`config.mk`:
```
export PLATFORM = sky130hd
export DESIGN_NAME = hpp_mod
export DESIGN_NICKNAME = d
export VERILOG_FILES = /design/src/rtl/hpp_pkg.sv /design/src/rtl/hpp_mod.sv
export SDC_FILE = /design/constraint.sdc
export NUM_CORES = 1
export LEC_CHECK = 0
export ABC_CLOCK_PERIOD_IN_PS = 3100
export BUFFER_PORTS_ARGS = -buffer_cell sky130_fd_sc_hd__buf_2
export CORE_MARGIN = 5
export CORE_UTILIZATION = 45
export DETAILED_ROUTE_END_ITERATION = 10
export PLACE_DENSITY = 0.68
export SYNTH_ARGS = -nofsm -noshare
export SYNTH_HDL_FRONTEND = slang
export SYNTH_SLANG_ARGS = --single-unit
```
`constraint.sdc`:
```
create_clock -name i_clk -period 3.1 [get_ports i_clk]
set_input_delay 0.155 -clock i_clk [delete_from_list [all_inputs] [get_ports i_clk]]
set_output_delay 0.155 -clock i_clk [all_outputs]
set_load 0.05 [all_outputs]
```
`src/rtl/hpp_pkg.sv`:
```
// Shared types and constants of the height-map pixel picker.
`default_nettype none
package hpp_pkg;

    localparam int MAX_SIDE      = 128;
    localparam int TRI_W         = 64;
    localparam int TRI_H         = 32;
    localparam int HALF_W        = TRI_W / 2;
    localparam int HEIGHT_SCALE  = 5;
    localparam int MAX_ROW_STEPS = 16;

    localparam int IDX_W   = $clog2(MAX_SIDE);
    localparam int ADDR_W  = 2 * IDX_W;
    localparam int X_W     = $clog2(MAX_SIDE * TRI_W);
    localparam int Y_W     = $clog2(MAX_SIDE * TRI_H);
    localparam int PIX_W   = 16;
    localparam int HGT_W   = 8;
    localparam int STEP_W  = $clog2(MAX_ROW_STEPS + 1);

    localparam logic CMD_WRITE  = 1'b0;
    localparam logic CMD_LOCATE = 1'b1;

    localparam logic REG_MAP_WIDTH  = 1'b0;
    localparam logic REG_MAP_HEIGHT = 1'b1;

    typedef struct packed {
        logic        cmd;
        logic [15:0] pixel_x;
        logic [15:0] pixel_y;
        logic [6:0]  node_col;
        logic [6:0]  node_row;
        logic [7:0]  node_height;
    } t_in_item;

    typedef struct packed {
        logic [6:0] near_col;
        logic [6:0] near_row;
        logic [6:0] tri_col;
        logic [6:0] tri_row;
        logic       tri_kind;
    } t_out_item;

    typedef enum logic [3:0] {
        ST_IDLE,
        ST_DIV,
        ST_SETUP,
        ST_WALK0,
        ST_WALK,
        ST_NEAR1,
        ST_NEAR2,
        ST_NEAR3,
        ST_TLOAD,
        ST_TTEST,
        ST_FIN
    } t_state;

endpackage
`default_nettype wire

```
`src/rtl/hpp_mod.sv`:
```
// Iterative remainder unit: wraps both pixel coordinates, one bit a cycle.
`default_nettype none
module hpp_mod
    import hpp_pkg::*;
(
    input  wire logic             i_clk,
    input  wire logic             i_rst_n,
    input  wire logic             i_start,
    input  wire logic [PIX_W-1:0] i_num_x,
    input  wire logic [PIX_W-1:0] i_num_y,
    input  wire logic [X_W:0]     i_den_x,
    input  wire logic [Y_W:0]     i_den_y,
    output logic                  o_done,
    output logic      [X_W-1:0]   o_rem_x,
    output logic      [Y_W-1:0]   o_rem_y
);

    logic [PIX_W-1:0] r_nx, r_ny;
    logic [X_W:0]     r_rx;
    logic [Y_W:0]     r_ry;
    logic [3:0]       r_cnt;
    logic             r_busy, r_done;
    logic [X_W:0]     w_tx;
    logic [Y_W:0]     w_ty;

    always_comb begin
        w_tx = {r_rx[X_W-1:0], r_nx[PIX_W-1]};
        w_ty = {r_ry[Y_W-1:0], r_ny[PIX_W-1]};
        if (w_tx >= i_den_x) begin
            w_tx = w_tx - i_den_x;
        end
        if (w_ty >= i_den_y) begin
            w_ty = w_ty - i_den_y;
        end
    end

    always_ff @(posedge i_clk) begin
        if (!i_rst_n) begin
            r_busy <= 1'b0;
            r_done <= 1'b0;
            r_cnt  <= '0;
        end else begin
            r_done <= r_busy && !i_start && (r_cnt == 4'(PIX_W - 1));
            if (i_start) begin
                r_busy <= 1'b1;
                r_cnt  <= '0;
            end else if (r_busy) begin
                r_cnt <= r_cnt + 4'd1;
                if (r_cnt == 4'(PIX_W - 1)) begin
                    r_busy <= 1'b0;
                end
            end
        end
    end

    always_ff @(posedge i_clk) begin
        if (i_start) begin
            r_nx <= i_num_x;
            r_ny <= i_num_y;
            r_rx <= '0;
            r_ry <= '0;
        end else if (r_busy) begin
            r_nx <= {r_nx[PIX_W-2:0], 1'b0};
            r_ny <= {r_ny[PIX_W-2:0], 1'b0};
            r_rx <= w_tx;
            r_ry <= w_ty;
        end
    end

    assign o_done  = r_done;
    assign o_rem_x = r_rx[X_W-1:0];
    assign o_rem_y = r_ry[Y_W-1:0];

endmodule
`default_nettype wire

```
* Word-level counts from Yosys, hierarchy flattened
Cells that the tools add are included.
Storage, ports and cells: register bits 63, input port bits 62, output and inout bits 26, logic and storage cells 28
Operators by class: $add $sub $neg 3, magnitude comparators 2, eq/ne operators 1, multiplexer cells 9, bitwise gates (word level) 1, reductions and logical operators 5
Operators by type and width (count):
- two-way mux 16 bit | 4
- >= comparator 14 bit | 1
- >= comparator 13 bit | 1
- two-way mux 13 bit | 1
- subtractor 13 bit | 1
- two-way mux 12 bit | 1
- subtractor 12 bit | 1
- adder 4 x 1 -> 4 bit (second input constant) | 1
- == test 4 bit (second input constant) | 1
- two-way mux 1 bit | 3
- logical AND 1 bit | 2
- nonzero test 2 bit | 1
- OR reduction 2 bit | 1
- logical NOT 1 bit | 1
- inverter 1 bit | 1

* Depth between registers and ports, before layout
depth after elaboration 4, gate-level depth with buffers 10, depth with buffers taken out 10

* Worst setup path after synthesis
Ideal clock, no wire load.
kind flip-flop to flip-flop, from reg r_ry[0], to reg r_ry[2], library setup time 122 ps, arrival time 2481 ps, required time 2978 ps, slack 498 ps, cell stages (with the launch flop) 8, path buffers 0, period minus slack after synthesis 2602 ps, cells stage by stage dfxtp_1 > ha_1 > nor2b_1 > o31ai_4 > a311oi_4 > nor4_2 > nor2_1 > a221o_1
On the way: cells in the longest elaborated chain, start to end 2, elaborated cells on any way between the ends 3, classes of those cells add/sub: 1; order compare: 1; mux: 1
Ends and longest elaborated chain:
- from (decl) | line hpp_mod.sv:20 | logic [Y_W:0] r_ry;
- from (signal assigned) | line hpp_mod.sv:66 | r_ry <= w_ty;
- subtractor 12 bit / >= comparator 13 bit (equally long branches) | line hpp_mod.sv:33, hpp_mod.sv:32
- two-way mux 12 bit (*) | line hpp_mod.sv:32 | if (w_ty >= i_den_y) begin
Mark *: on every way between the ends. The rest lies on a longest branch, timed or not. A chain may end at the register's enable or synchronous reset.

* Final worst setup path
Ends and elaborated chain as after synthesis.

==> results.tsv <==
stage	metric	value	unit
global_route	layer with the highest usage	met2	
place	Detail Placement HPWL	7440	µm
route	Final ANT Viol Nets	0	
clock_tree	clk_lat worst skew	0.34	ns
logic_synthesis	largest family of logic cells by synthesized area	compound AO/OA/AOI/OAI gates	
global_route	met3 GRT Util	5.90	%
place	DP Worst Slack	0.484	ns
logic_synthesis	Distinct cells, synth	72	
timing	Final Hold Fails	0	
timing	setup violators final	0	
cells_and_area	antenna cells	0	
power	power per cell area	464	nW/µm²
logic_synthesis	multiplexer area fraction after synthesis	8.44	%
timing	Least-Margin Pin Slew	0.713	ns
job	max_cap viols	0	
clock_tree	hold-fix buffer count after cts	0	
logic_synthesis	post-synth top area cell	edfxtp_1	
timing	final setup TNS	0	ns
worst_setup_path	CP Capture Type	flip-flop	
cells_and_area	share of cells above drive strength 1	31.1	%
clock_tree	Post-CTS Setup Inserts	0	
worst_setup_path	critical path arrival	2.86	ns
logic_synthesis	Yosys top cell area share	22.7	%
clock_tree	deepest clock path buffer count	2	
clock_tree	CTS resizes	0	
power	Final Power	2310	µW
global_route	Global Route met2 Usage	27.3	%
cells_and_area	fin cells	638	
worst_setup_path	RR Startpoint	r_ry[0]	
logic_synthesis	Cell Area, Synth	4240	µm²
cells_and_area	commonest non-fill, non-tap cells in the layout	buf_2 (87), inv_1 (38), nor2_1 (32), edfxtp_1 (32), dfxtp_1 (31)	
clock_tree	CTS H-tree depth	3	
worst_setup_path	Critical Path RT	3.33	ns
cells_and_area	area grow syn2layout	17.3	%
global_route	GRT Util Overall	16.7	%
cells_and_area	nets	614	
power	worst vdd ir	0.379	mV
clock_tree	Num Clock Sinks	63	
logic_synthesis	number of synthesized flops with an enable pin	32	
logic_synthesis	post-synthesis xor/xnor area fraction	2.69	%
status	status	complete, no violations	
timing	PnR worst setup slack	0.468	ns
logic_synthesis	sequential area share after synthesis	37.3	%
global_route	largest net degree at the start of global routing	37	
logic_synthesis	cell count after synthesis	438	
logic_synthesis	Synth Register Bits	63	
floorplan	Die Area	11500	µm²
global_route	gr ovfl total	0	
timing	unrepaired setup endpoints after global routing	false	
cells_and_area	most common cell after layout, fill and taps aside	buf_2	
floorplan	Die X	107	µm
logic_synthesis	post-synthesis adder-cell area fraction	9.21	%
clock_tree	Clock Tree Root	clkbuf_8	
floorplan	Placement Rows	35	
logic_synthesis	most used flip-flop cell after synthesis	edfxtp_1	
route	Detailed Routing Iterations Pass 1	4	
timing	max-slew violations	0	
floorplan	I/O pin count	88	
timing	headroom to the max-slew limit	52.1	%
worst_setup_path	Setup crit start	r_ry[0]	
logic_synthesis	compound-gate portion of the synthesized area	20.3	%
logic_synthesis	synth top area cells	edfxtp_1 (23%), dfxtp_1 (15%), ha_1 (8.3%)	
route	Initial DRC Count	150	
floorplan	Die Height	107	µm
clock_tree	Num CTS Buffers	9	
worst_setup_path	RR Endpoint	r_ry[2]	
floorplan	initial core utilization	46.1	%
timing	Tcrit/Tclk final	84.9	%
route	DR DRC count	0	
worst_setup_path	FF-to-FF setup slack	0.47	ns
timing	final worst path period need	2.63	ns
timing	Highest Clock Rate	380	MHz
floorplan	core box area	9200	µm²
global_route	first-pass GRT wire length	15800	µm
logic_synthesis	synthesized area per cell	9.68	µm²
logic_synthesis	Mapped Nets	530	
worst_setup_path	WS Path Type	flip-flop to flip-flop	
timing	clock skew	0.0114	ns
logic_synthesis	YS warnings	0	
place	placed cell count	622	
worst_setup_path	CP max FO	9	
worst_setup_path	worst setup path endpoint	r_ry[2]	
worst_setup_path	crit path launch type	flip-flop	
power	LEAKAGE	0.00216	µW
hold_path	HP Class	primary input to flip-flop	
global_route	initial antenna violation count	1	
worst_setup_path	worst reg2reg path depth	7	
clock_tree	clock slew at reported path FFs	0.08	ns
logic_synthesis	FFs w/ async S/R, synth	0	%
timing	WHS	0.0422	ns
clock_tree	CTS tree	yes	
global_route	met1 Use GR	21.4	%
place	IO Port Bufs	87	
route	Vias	3620	
global_route	vias in the first global route	3475	
logic_synthesis	simple-gate share of the synthesized area	16.8	%
place	gpl congestion	0.865	
route	vias per inst	5.67	
route	Routed WL	9660	µm
route	WL per Instance	15.1	µm
## synthesized netlist by cell type (all sizes together) (2+ instances only)
cell type  count
xnor2          8
a211oi         2
a311oi        12
o211ai         8
mux2i          2
o21a           9
o41ai          2
nor2          32
ha            28
xor2           5
dfxtp         31
o31a           2
a21oi         14
edfxtp        32
inv           38
a21o           6
nand3         13
o31ai          5
and4           2
buf            4
nand4         11
o21bai         2
or3            3
a22oi          2
nor4           6
a31oi          2
nor3b          2
fa             2
clkbuf        15
or4            3
o21ai         25
mux2          30
nand2         30
or2            5
a31o           3
nor2b          7
nor3           9
o311a          3
a221oi         3
and2           4
o311ai         2
## metrics by stage
step           area (µm²)  utilization, %
3_3_place_gp         4770            51.9
5_1_grt              4970            54.1
3_5_place_dp         4770            51.9
2_1_floorplan        4240               -
6_report             4970            54.1
4_1_cts              4970            54.1
## worst min path at each step
stage,depth (start not counted),end,slack [ns],startpoint
3_3_place_gp,2,r_busy,0.39,i_rst_n
4_1_cts,2,r_busy,0.04,i_rst_n
5_1_grt,2,r_busy,0.05,i_rst_n
3_5_place_dp,2,r_busy,0.39,i_rst_n
6_report,2,r_busy,0.04,i_rst_n
2_1_floorplan,1,r_busy,0.28,i_rst_n
## area by class of cell
type | instances | area, µm²
multi-input cells | 318 | 2430
clock inverters | 7 | 80.1
repair buffers | 92 | 473
flip-flops and latches | 63 | 1580
well taps | 111 | 139
inverters | 38 | 143
clock buffers | 9 | 124
fillers | 857 | 4220
## critical path, cell delays in order, from the launching register on
cell and delay [ns]:
dfxtp_1 0.43, ha_1 0.28, nor2b_1 0.19, o31ai_4 0.29, a311oi_4 0.15, nor4_2 0.63
nor2_1 0.22, a221o_1 0.33
## sequential cells by signal, indices dropped and copies added (netlist names)
signal / cells
o_done: 1
r_ry: 12
r_rx: 13
r_cnt: 4
r_nx: 16
r_busy: 1
r_ny: 16
## routing by layer
metal  up-vias  wire length (µm)
met4         2               106
met5         -                 7
met3        17               677
met2       109              4540
li1       1814                 -
met1      1678              4330
## logic make-up (layout without fill, tap and decap cells)
| kind of cell | Yosys count | in the layout |
|---|---|---|
| and+or+nand+nor | 132 | 132 |
| xor gates and xnor gates | 13 | 13 |
| muxes | 32 | 32 |
| AOI/OAI and AO/OA | 111 | 111 |
| buffers and inverters | 57 | 146 |
| DFF | 63 | 63 |
| adders and majority gates | 30 | 30 |
## where the power goes
group          internal [µW]  switching [µW]
clock network            379             352
registers                952            36.9
logic                    232             355
total                   1560             744
Power figures use the tool's default switching activity.
